## src/rtl/bale_pkg.sv

```systemverilog
`timescale 1ns / 1ps
// Shared types and constants for the bounded array list engine.
// Used by bale_ctrl, bale_datapath and bounded_array_list_engine_top.
package bale_pkg;

  // Default store depth and capacity register reset value
  localparam int unsigned DEPTH_DEFAULT = 64;
  localparam logic [6:0]  CAP_RESET     = 7'd64;

  // Field widths of a transfer
  localparam int unsigned IN_W  = 48;  // 42 bits of fields, padded to 6 bytes
  localparam int unsigned OUT_W = 48;  // 48 bits of fields

  typedef enum logic [3:0] {
    OP_READ      = 4'd0,
    OP_WRITE     = 4'd1,
    OP_APPEND    = 4'd2,
    OP_REM_LAST  = 4'd3,
    OP_INS_AT    = 4'd4,
    OP_REM_AT    = 4'd5,
    OP_INS_FRONT = 4'd6,
    OP_REM_FRONT = 4'd7,
    OP_CLEAR     = 4'd8,
    OP_SEARCH_GT = 4'd9
  } opcode_t;

  typedef enum logic [1:0] {
    ST_OK        = 2'd0,
    ST_BAD_INDEX = 2'd1,
    ST_FULL      = 2'd2,
    ST_EMPTY     = 2'd3
  } status_t;

  typedef enum logic [1:0] {
    LEN_HOLD = 2'd0,
    LEN_INC  = 2'd1,
    LEN_DEC  = 2'd2,
    LEN_CLR  = 2'd3
  } len_op_t;

  // Write address source for a direct store write
  typedef enum logic [1:0] {
    WA_POS  = 2'd0,
    WA_LEN  = 2'd1,
    WA_BASE = 2'd2
  } wr_addr_t;

  // Controller to datapath commands
  typedef struct packed {
    logic     capture;     // latch the input item, clear working results
    logic     use_front;   // walk base is 0 instead of position
    logic     setup_up;    // prepare tail move up (insert)
    logic     setup_down;  // prepare tail move down (remove)
    logic     setup_srch;  // prepare search walk
    logic     step;        // advance the walk
    logic     mem_wr;      // direct write of operand value
    wr_addr_t wr_sel;
    logic     rd_pos;      // read store at position
    logic     cap_rdata;   // keep read data for the result
    len_op_t  len_op;
    logic     status_we;
    status_t  status_code;
    logic     res_load;    // move working result into output register
  } cmd_t;

  // Datapath to controller status
  typedef struct packed {
    logic [3:0] op;
    logic       full;
    logic       empty;
    logic       idx_ok;
    logic       walk_done;
    logic       search_done;
    logic       out_free;
  } sts_t;

endpackage

```

## src/rtl/bounded_array_list_engine_top.sv

```systemverilog
`timescale 1ns / 1ps
// Top level of the bounded array list engine.
// Instantiates bale_ctrl and bale_datapath; depends on bale_pkg.
//
// The engine keeps an ordered list of signed 32-bit words in a DEPTH-entry
// single-port-read RAM and runs one opcode per input transfer, returning one
// result transfer. Items are handled one at a time: a new item is taken when
// the controller is back in idle, even while the previous result still sits
// in the output register. Write, append, remove last, clear and unused
// opcodes are carried out in the decode state; read then waits in S_RDWAIT
// for the registered RAM data. Insert and remove move the tail one element
// per cycle through the RAM read port (read one entry, write it back shifted
// the next cycle, overlapped); at most DEPTH - 1 elements move. Search reads
// one element per cycle and stops at the first hit, or at the end of the
// list when nothing is greater. Errors are decided in the decode state. The
// next item can be accepted in the cycle after the result is loaded; a
// result held by m_tready low stalls the following one in the controller.
// Errors (bad index, full, empty) leave the list untouched. capacity_limit
// resets to 64 and is capped at DEPTH; write it only while the engine is idle.
module bounded_array_list_engine_top #(
  parameter int unsigned DEPTH = bale_pkg::DEPTH_DEFAULT
) (
  input  logic        clk,
  input  logic        rst,
  // opcode[3:0], position[9:4], operand_value[41:10], zero pad
  input  logic [47:0] s_tdata,
  input  logic        s_tvalid,
  output logic        s_tready,
  // status[1:0], read_data[33:2], found[34], found_index[40:35],
  // element_count[47:41]
  output logic [47:0] m_tdata,
  output logic        m_tvalid,
  input  logic        m_tready,
  // capacity_limit write
  input  logic        cfg_wr_en,
  input  logic [6:0]  cfg_wr_data
);

  bale_pkg::cmd_t cmd;
  bale_pkg::sts_t sts;

  bale_ctrl u_ctrl (
    .clk      (clk),
    .rst      (rst),
    .s_tvalid (s_tvalid),
    .s_tready (s_tready),
    .sts      (sts),
    .cmd      (cmd)
  );

  bale_datapath #(
    .DEPTH (DEPTH)
  ) u_datapath (
    .clk         (clk),
    .rst         (rst),
    .s_tdata     (s_tdata),
    .cfg_wr_en   (cfg_wr_en),
    .cfg_wr_data (cfg_wr_data),
    .m_tready    (m_tready),
    .m_tvalid    (m_tvalid),
    .m_tdata     (m_tdata),
    .cmd         (cmd),
    .sts         (sts)
  );

endmodule

```

## src/rtl/bale_datapath.sv

```systemverilog
`timescale 1ns / 1ps
// Datapath of the array list engine: element store, length, capacity,
// walk pointers and result registers. Depends on bale_pkg.
module bale_datapath #(
  parameter int unsigned DEPTH = bale_pkg::DEPTH_DEFAULT
) (
  input  logic                       clk,
  input  logic                       rst,
  input  logic [bale_pkg::IN_W-1:0]  s_tdata,
  input  logic                       cfg_wr_en,
  input  logic [6:0]                 cfg_wr_data,
  input  logic                       m_tready,
  output logic                       m_tvalid,
  output logic [bale_pkg::OUT_W-1:0] m_tdata,
  input  bale_pkg::cmd_t             cmd,
  output bale_pkg::sts_t             sts
);

  localparam int unsigned AW = (DEPTH > 1) ? $clog2(DEPTH) : 1;

  typedef enum logic [1:0] {
    M_UP   = 2'd0,
    M_DOWN = 2'd1,
    M_SRCH = 2'd2
  } walk_mode_t;

  function automatic logic [AW-1:0] to_addr(input logic [31:0] v);
    return v[AW-1:0];
  endfunction

  // Latched item
  logic [3:0]  op;
  logic [5:0]  pos;
  logic [31:0] val;

  // List state
  logic [6:0]  len;
  logic [6:0]  cap;
  logic [31:0] store [DEPTH];
  logic [31:0] mem_q;

  // Walk state
  logic [5:0]    base;
  logic [AW-1:0] rd_ptr;
  logic [AW-1:0] pend_idx;
  logic [6:0]    rem;
  logic          wpend;
  walk_mode_t    mode;

  // Working result
  bale_pkg::status_t status_r;
  logic [31:0]       rdata_r;
  logic              found;
  logic [5:0]        fidx;

  // Output register
  bale_pkg::status_t out_status;
  logic [31:0]       out_rdata;
  logic              out_found;
  logic [5:0]        out_fidx;
  logic [6:0]        out_count;

  logic [31:0]   len_w, pos_w, cap_eff, pend_w;
  logic [5:0]    p;
  logic          step_rd, step_wr;
  logic          mem_we, mem_re;
  logic [AW-1:0] wr_addr, rd_addr;
  logic [31:0]   wr_data;

  // Checks on the latched item
  always_comb begin
    len_w   = 32'(len);
    pos_w   = 32'(pos);
    pend_w  = 32'(pend_idx);
    cap_eff = (32'(cap) < DEPTH) ? 32'(cap) : DEPTH;
    p       = cmd.use_front ? 6'd0 : pos;
  end

  assign sts.op          = op;
  assign sts.full        = (len_w >= cap_eff);
  assign sts.empty       = (len == 7'd0);
  assign sts.idx_ok      = (pos_w < len_w) && (pos_w < DEPTH);
  assign sts.walk_done   = (rem == 7'd0) && !wpend;
  assign sts.search_done = found || ((rem == 7'd0) && !wpend);
  assign sts.out_free    = !m_tvalid || m_tready;

  // Store port selection
  always_comb begin
    step_rd = cmd.step && (rem != 7'd0);
    step_wr = cmd.step && wpend && (mode != M_SRCH);
    mem_re  = step_rd || cmd.rd_pos;
    rd_addr = cmd.rd_pos ? to_addr(pos_w) : rd_ptr;
    mem_we  = step_wr || cmd.mem_wr;
    wr_data = step_wr ? mem_q : val;
    wr_addr = pend_idx;
    if (!step_wr) begin
      case (cmd.wr_sel)
        bale_pkg::WA_POS:  wr_addr = to_addr(pos_w);
        bale_pkg::WA_LEN:  wr_addr = to_addr(len_w);
        bale_pkg::WA_BASE: wr_addr = to_addr(32'(base));
        default:           wr_addr = to_addr(pos_w);
      endcase
    end
  end

  // Element store, registered read
  always_ff @(posedge clk) begin
    if (mem_we) begin
      store[wr_addr] <= wr_data;
    end
    if (mem_re) begin
      mem_q <= store[rd_addr];
    end
  end

  // Item latch and walk pointers
  always_ff @(posedge clk) begin
    if (cmd.capture) begin
      op  <= s_tdata[3:0];
      pos <= s_tdata[9:4];
      val <= s_tdata[41:10];
    end
    if (cmd.setup_up) begin
      rd_ptr <= to_addr(len_w - 32'd1);
      rem    <= len - 7'(p);
      mode   <= M_UP;
      base   <= p;
    end else if (cmd.setup_down) begin
      rd_ptr <= to_addr(32'(p) + 32'd1);
      rem    <= len - 7'd1 - 7'(p);
      mode   <= M_DOWN;
      base   <= p;
    end else if (cmd.setup_srch) begin
      rd_ptr <= '0;
      rem    <= len;
      mode   <= M_SRCH;
    end else if (step_rd) begin
      rem <= rem - 7'd1;
      unique case (mode)
        M_UP: begin
          rd_ptr   <= rd_ptr - AW'(1);
          pend_idx <= rd_ptr + AW'(1);
        end
        M_DOWN: begin
          rd_ptr   <= rd_ptr + AW'(1);
          pend_idx <= rd_ptr - AW'(1);
        end
        default: begin
          rd_ptr   <= rd_ptr + AW'(1);
          pend_idx <= rd_ptr;
        end
      endcase
    end
  end

  // Control registers: pending flag, length, capacity, result flags
  always_ff @(posedge clk) begin
    if (rst) begin
      wpend    <= 1'b0;
      len      <= 7'd0;
      cap      <= bale_pkg::CAP_RESET;
      found    <= 1'b0;
      status_r <= bale_pkg::ST_OK;
      m_tvalid <= 1'b0;
    end else begin
      if (cfg_wr_en) begin
        cap <= cfg_wr_data;
      end
      if (cmd.setup_up || cmd.setup_down || cmd.setup_srch) begin
        wpend <= 1'b0;
      end else if (cmd.step) begin
        wpend <= step_rd;
      end
      case (cmd.len_op)
        bale_pkg::LEN_INC: len <= len + 7'd1;
        bale_pkg::LEN_DEC: len <= len - 7'd1;
        bale_pkg::LEN_CLR: len <= 7'd0;
        default:           len <= len;
      endcase
      if (cmd.capture) begin
        found    <= 1'b0;
        status_r <= bale_pkg::ST_OK;
      end else begin
        if (cmd.step && (mode == M_SRCH) && wpend && !found &&
            ($signed(mem_q) > $signed(val))) begin
          found <= 1'b1;
        end
        if (cmd.status_we) begin
          status_r <= cmd.status_code;
        end
      end
      if (cmd.res_load) begin
        m_tvalid <= 1'b1;
      end else if (m_tready) begin
        m_tvalid <= 1'b0;
      end
    end
  end

  // Result payload
  always_ff @(posedge clk) begin
    if (cmd.capture) begin
      rdata_r <= 32'd0;
      fidx    <= 6'd0;
    end else begin
      if (cmd.cap_rdata) begin
        rdata_r <= mem_q;
      end
      if (cmd.step && (mode == M_SRCH) && wpend && !found &&
          ($signed(mem_q) > $signed(val))) begin
        fidx <= pend_w[5:0];
      end
    end
    if (cmd.res_load) begin
      out_status <= status_r;
      out_rdata  <= rdata_r;
      out_found  <= found;
      out_fidx   <= fidx;
      out_count  <= len;
    end
  end

  assign m_tdata = {out_count, out_fidx, out_found, out_rdata, out_status};

endmodule

```

## src/rtl/bale_ctrl.sv

```systemverilog
`timescale 1ns / 1ps
// Controller state machine of the array list engine: decodes the opcode
// and sequences the datapath. Depends on bale_pkg.
module bale_ctrl (
  input  logic           clk,
  input  logic           rst,
  input  logic           s_tvalid,
  output logic           s_tready,
  input  bale_pkg::sts_t sts,
  output bale_pkg::cmd_t cmd
);

  typedef enum logic [2:0] {
    S_IDLE,
    S_DECODE,
    S_RDWAIT,
    S_SHIFT,
    S_SEARCH,
    S_DONE
  } state_t;

  state_t state, state_next;

  assign s_tready = (state == S_IDLE);

  // Next state and commands
  always_comb begin
    state_next = state;
    cmd        = '0;
    unique case (state)
      S_IDLE: begin
        if (s_tvalid) begin
          cmd.capture = 1'b1;
          state_next  = S_DECODE;
        end
      end
      S_DECODE: begin
        state_next = S_DONE;
        unique case (bale_pkg::opcode_t'(sts.op))
          bale_pkg::OP_READ: begin
            if (sts.idx_ok) begin
              cmd.rd_pos = 1'b1;
              state_next = S_RDWAIT;
            end else begin
              cmd.status_we   = 1'b1;
              cmd.status_code = bale_pkg::ST_BAD_INDEX;
            end
          end
          bale_pkg::OP_WRITE: begin
            if (sts.idx_ok) begin
              cmd.mem_wr = 1'b1;
              cmd.wr_sel = bale_pkg::WA_POS;
            end else begin
              cmd.status_we   = 1'b1;
              cmd.status_code = bale_pkg::ST_BAD_INDEX;
            end
          end
          bale_pkg::OP_APPEND: begin
            if (sts.full) begin
              cmd.status_we   = 1'b1;
              cmd.status_code = bale_pkg::ST_FULL;
            end else begin
              cmd.mem_wr = 1'b1;
              cmd.wr_sel = bale_pkg::WA_LEN;
              cmd.len_op = bale_pkg::LEN_INC;
            end
          end
          bale_pkg::OP_REM_LAST: begin
            if (sts.empty) begin
              cmd.status_we   = 1'b1;
              cmd.status_code = bale_pkg::ST_EMPTY;
            end else begin
              cmd.len_op = bale_pkg::LEN_DEC;
            end
          end
          bale_pkg::OP_INS_AT: begin
            if (sts.full) begin
              cmd.status_we   = 1'b1;
              cmd.status_code = bale_pkg::ST_FULL;
            end else if (!sts.idx_ok) begin
              cmd.status_we   = 1'b1;
              cmd.status_code = bale_pkg::ST_BAD_INDEX;
            end else begin
              cmd.setup_up = 1'b1;
              state_next   = S_SHIFT;
            end
          end
          bale_pkg::OP_REM_AT: begin
            if (!sts.idx_ok) begin
              cmd.status_we   = 1'b1;
              cmd.status_code = bale_pkg::ST_BAD_INDEX;
            end else begin
              cmd.setup_down = 1'b1;
              state_next     = S_SHIFT;
            end
          end
          bale_pkg::OP_INS_FRONT: begin
            if (sts.full) begin
              cmd.status_we   = 1'b1;
              cmd.status_code = bale_pkg::ST_FULL;
            end else begin
              cmd.use_front = 1'b1;
              cmd.setup_up  = 1'b1;
              state_next    = S_SHIFT;
            end
          end
          bale_pkg::OP_REM_FRONT: begin
            if (sts.empty) begin
              cmd.status_we   = 1'b1;
              cmd.status_code = bale_pkg::ST_EMPTY;
            end else begin
              cmd.use_front  = 1'b1;
              cmd.setup_down = 1'b1;
              state_next     = S_SHIFT;
            end
          end
          bale_pkg::OP_CLEAR: begin
            cmd.len_op = bale_pkg::LEN_CLR;
          end
          bale_pkg::OP_SEARCH_GT: begin
            cmd.setup_srch = 1'b1;
            state_next     = S_SEARCH;
          end
          default: begin
            state_next = S_DONE;
          end
        endcase
      end
      S_RDWAIT: begin
        cmd.cap_rdata = 1'b1;
        state_next    = S_DONE;
      end
      // Tail move, then the new value goes into the gap for inserts
      S_SHIFT: begin
        if (sts.walk_done) begin
          if ((sts.op == bale_pkg::OP_INS_AT) || (sts.op == bale_pkg::OP_INS_FRONT)) begin
            cmd.mem_wr = 1'b1;
            cmd.wr_sel = bale_pkg::WA_BASE;
            cmd.len_op = bale_pkg::LEN_INC;
          end else begin
            cmd.len_op = bale_pkg::LEN_DEC;
          end
          state_next = S_DONE;
        end else begin
          cmd.step = 1'b1;
        end
      end
      S_SEARCH: begin
        if (sts.search_done) begin
          state_next = S_DONE;
        end else begin
          cmd.step = 1'b1;
        end
      end
      S_DONE: begin
        if (sts.out_free) begin
          cmd.res_load = 1'b1;
          state_next   = S_IDLE;
        end
      end
      default: begin
        state_next = S_IDLE;
      end
    endcase
  end

  always_ff @(posedge clk) begin
    if (rst) begin
      state <= S_IDLE;
    end else begin
      state <= state_next;
    end
  end

endmodule
```

## config.mk

```make
export PLATFORM = sky130hd
export DESIGN_NAME = bounded_array_list_engine_top
export DESIGN_NICKNAME = d
export VERILOG_FILES = /design/src/rtl/bale_pkg.sv /design/src/rtl/bounded_array_list_engine_top.sv /design/src/rtl/bale_datapath.sv /design/src/rtl/bale_ctrl.sv
export SDC_FILE = /design/constraint.sdc
export NUM_CORES = 2
export LEC_CHECK = 0
export BUFFER_PORTS_ARGS = -buffer_cell sky130_fd_sc_hd__buf_2
export CAP_MARGIN = 30
export CELL_PAD_IN_SITES_DETAIL_PLACEMENT = 1
export CELL_PAD_IN_SITES_GLOBAL_PLACEMENT = 1
export CORE_MARGIN = 1.5
export CORE_UTILIZATION = 25
export DETAILED_ROUTE_END_ITERATION = 10
export PLACE_DENSITY_LB_ADDON = 0.1
export SYNTH_ARGS = -nofsm -noshare
export SYNTH_HDL_FRONTEND = slang
export SYNTH_HIERARCHICAL = 1
export SYNTH_SLANG_ARGS = --single-unit
```

## constraint.sdc

```tcl
create_clock -name clk -period 9.2 [get_ports clk]
set_input_delay 0.46 -clock clk [delete_from_list [all_inputs] [get_ports clk]]
set_output_delay 0.46 -clock clk [all_outputs]
set_load 0.005 [all_outputs]
```

==> results.toml <==
[layout]
fill_cells = 36200
layout.nets = 5454
multiInputGateArea_um2 = 21400
area_delta_synth_final_pct = 19.8
register_area_um2 = 67200
drive_gt1_frac = 0.218

[sta]
layout_setup_ws_ns = 2.18
fin_crit_ns = 7.02
worst_pin_slew_ns = 1.22
fmax_mhz = 142
rsz0062_at_grt = "false"
finalSetupViolCount = 0
skew_ns = 0.0584
hold_viol_final = 0
finalCritPeriodShare = 0.763
slew_headroom = 0.184
slew_viol_final = 0
setup_tns_ns = 0
hold_ws_ns = 0.0786

[clocking]
cts_root_buf = "clkbuf_16"
cts_inserted_buffers = 274
insertion_delay_ns = 0.89
cts_tree = "built"
cts.clk_slew.worst_paths_ns = 0.06
cts_setup_buffers = 0
cts_resized = 0
clock_path_buffers = 4
cts_sinks = 2257
cts_hold_buf = 60
ctsHtreeMaxLevel = 5

[outcome]
status = "complete, no violations"

[setup_path]
required_ns = 9.82
path_max_fanout = 21
cpPeakStageDelay_ns = 0.71
crit_arrival_ns = 7.63
path_common_cell = "a21o_1"
critPathLaunchType = "flop"
critPathSlowestCell = "o21ai_0"
path_cells = "ha_1 > a21o_1 > a21o_1 > a21o_1 > a21oi_1 > nor2b_1 > o21ai_0 > nand4_1 > nor3_2 > mux2i_4 > buf_12 > buf_4 > buf_4 > mux4_2 > mux2i_1 > o22ai_1 > or4_1"
criticalPathCategory = "reg2reg"
end_kind = "flop"

[floorplanning]
ios = 110
die_h_um = 600
die_w_um = 600
die_area_um2 = 360000
start_util = 0.251
core_area_um2 = 355000
num_rows = 219

[power_and_ir_drop]
ir_worst_vdd_mv = 0.115
p_leak_nw = 34.4
power_density_nw_per_um2 = 245

[routing]
drt_pass1_iterations = 7
routed_wl_um = 307000
vias = 47500
via_per_inst = 4.62
drc_errors = 0
wl_per_cell_um = 29.9
drt_iter0_drc = 3800
ant_nets = 0

[global_routing]
grt_pass1_wl_um = 422000
grt_usage = 0.169
antenna_found_initial = 49
grt_max_degree = 97
grt_pass1_vias = 49700
grt_overflow = 0

[logic_synthesis]
ys_seq_elements = 2257
synth-seq-area-share = 0.754
synth_area_leaders = "edfxtp_1, mux4_2, mux2i_1"
synth_top_area_frac = 0.740
async_flop_share = 0
synthMostInstantiatedCell = "edfxtp_1"
postSynthAreaPerCell_um2 = 18.1
synth_top_cells_by_count = "edfxtp_1, nand2_1, mux4_2"
ys.warnings.count = 6
synth_cells = 4935
synth_edf_count = 2195
synth_flop_cell = "edfxtp_1"
synth.cell_area_um2 = 89100
syn_nets = 5062
synthDistinctLibCells = 71
yosys.area.top_type = "edfxtp_1"

[job]
drv_cap = 0

[place]
place.gp.congestion = 0.762
place_ws_ns = 2.02
io_buffers = 103
place_hpwl_um = 186000

[worst_hold_path]
hp-class = "in2reg"
-- power by group --
group	switching (W)	internal (W)	total, W
registers	0.000138	0.0116	0.0117
logic	0.00266	0.00133	0.00400
clock network	0.00429	0.00607	0.0104
total	0.00710	0.0190	0.0261
-- stage by stage --
step / instances / area (µm²) / power, W / util
2_1_floorplan: 4935 / 89100 / 0.0141 / -
3_3_place_gp: 9709 / 97100 / 0.0160 / 0.273
3_5_place_dp: 9730 / 97400 / 0.0160 / 0.274
4_1_cts: 10300 / 106000 / 0.0266 / 0.300
5_1_grt: 10300 / 107000 / 0.0271 / 0.300
6_report: 10300 / 107000 / 0.0261 / 0.300
-- area by class of cell --
class / instances / share of cell area
antenna: 18 / 0.000422
clock inverter: 123 / 0.00978
inverter: 68 / 0.00239
sequential: 2257 / 0.629
tap: 4751 / 0.0557
multi-input combinational: 2328 / 0.201
timing repair buffer: 398 / 0.0331
clock buffer: 348 / 0.0683
-- worst max-delay path: cells and delay by family, from the launching register on --
family / cells / cell delay [ns]
buffers and inverters: 3 / 1.16
AOI/OAI and AO/OA: 6 / 1.65
DFF: 1 / 0.54
and+or+nand+nor: 4 / 1.48
adders and majority gates: 1 / 0.35
muxes: 3 / 1.53
-- per-layer routing --
layer / part of all wire / vias to the layer above / global-route usage / wire (µm)
li1: - / 20500 / - / -
met1: 0.45 / 25700 / 0.235 / 139000
met2: 0.49 / 984 / 0.281 / 149000
met3: 0.039 / 351 / 0.0173 / 11900
met4: 0.023 / 2 / 0.0414 / 7080
met5: 0.00092 / - / 0 / 282
-- sequential cells by signal, summed over array words and instances, names as in the netlist, 2 cells and up --
name                   cells
u_datapath/store        2048
u_datapath/mem_q          32
u_datapath/out_rdata      32
u_datapath/rdata_r        32
u_datapath/val            32
u_datapath/cap             7
u_datapath/len             7
u_datapath/out_count       7
u_datapath/rem             7
u_datapath/base            6
u_datapath/fidx            6
u_datapath/out_fidx        6
u_datapath/pend_idx        6
u_datapath/pos             6
u_datapath/rd_ptr          6
u_datapath/op              4
u_ctrl/state               3
u_datapath/mode            2
u_datapath/out_status      2
u_datapath/status_r        2
-- path summary, 6_finish.rpt --
kind / cells after the start / slack, ns / endpoint / from
hold / removal: 2 / 0.08 / u_ctrl/state[1] / rst
setup / recovery: 17 / 2.18 / u_datapath/mem_q[6] / u_datapath/pos[1]
hold reg to reg: 0 / 0.43 / u_datapath/out_rdata[29] / u_datapath/rdata_r[29]
setup reg to reg: 17 / 2.18 / u_datapath/mem_q[6] / u_datapath/pos[1]
-- layout by cell type (no fill, tap or decap), types with 96 or more instances in the layout --
cell and instances:
mux4_2 384, clkbuf_16 281, buf_4 189, nand2_1 607, nor2_1 96, mux2i_1 243, nand3_1 147, edfxtp_1 2195
o22ai_1 127, buf_2 103
-- cells by family (layout without fill, tap and decap cells) --
family	Yosys count	after routing	synth area share
AND/OR/NAND/NOR	1139	1139	0.0568
flip-flops	2257	2257	0.754
multiplexers	636	636	0.126
adder cells (fa/ha/maj)	67	67	0.00958
other	0	18	0
XOR/XNOR	35	35	0.00344
AO/OA/AOI/OAI	451	451	0.0335
buffers and inverters	350	937	0.0172
Power figures use the tool's default switching activity.
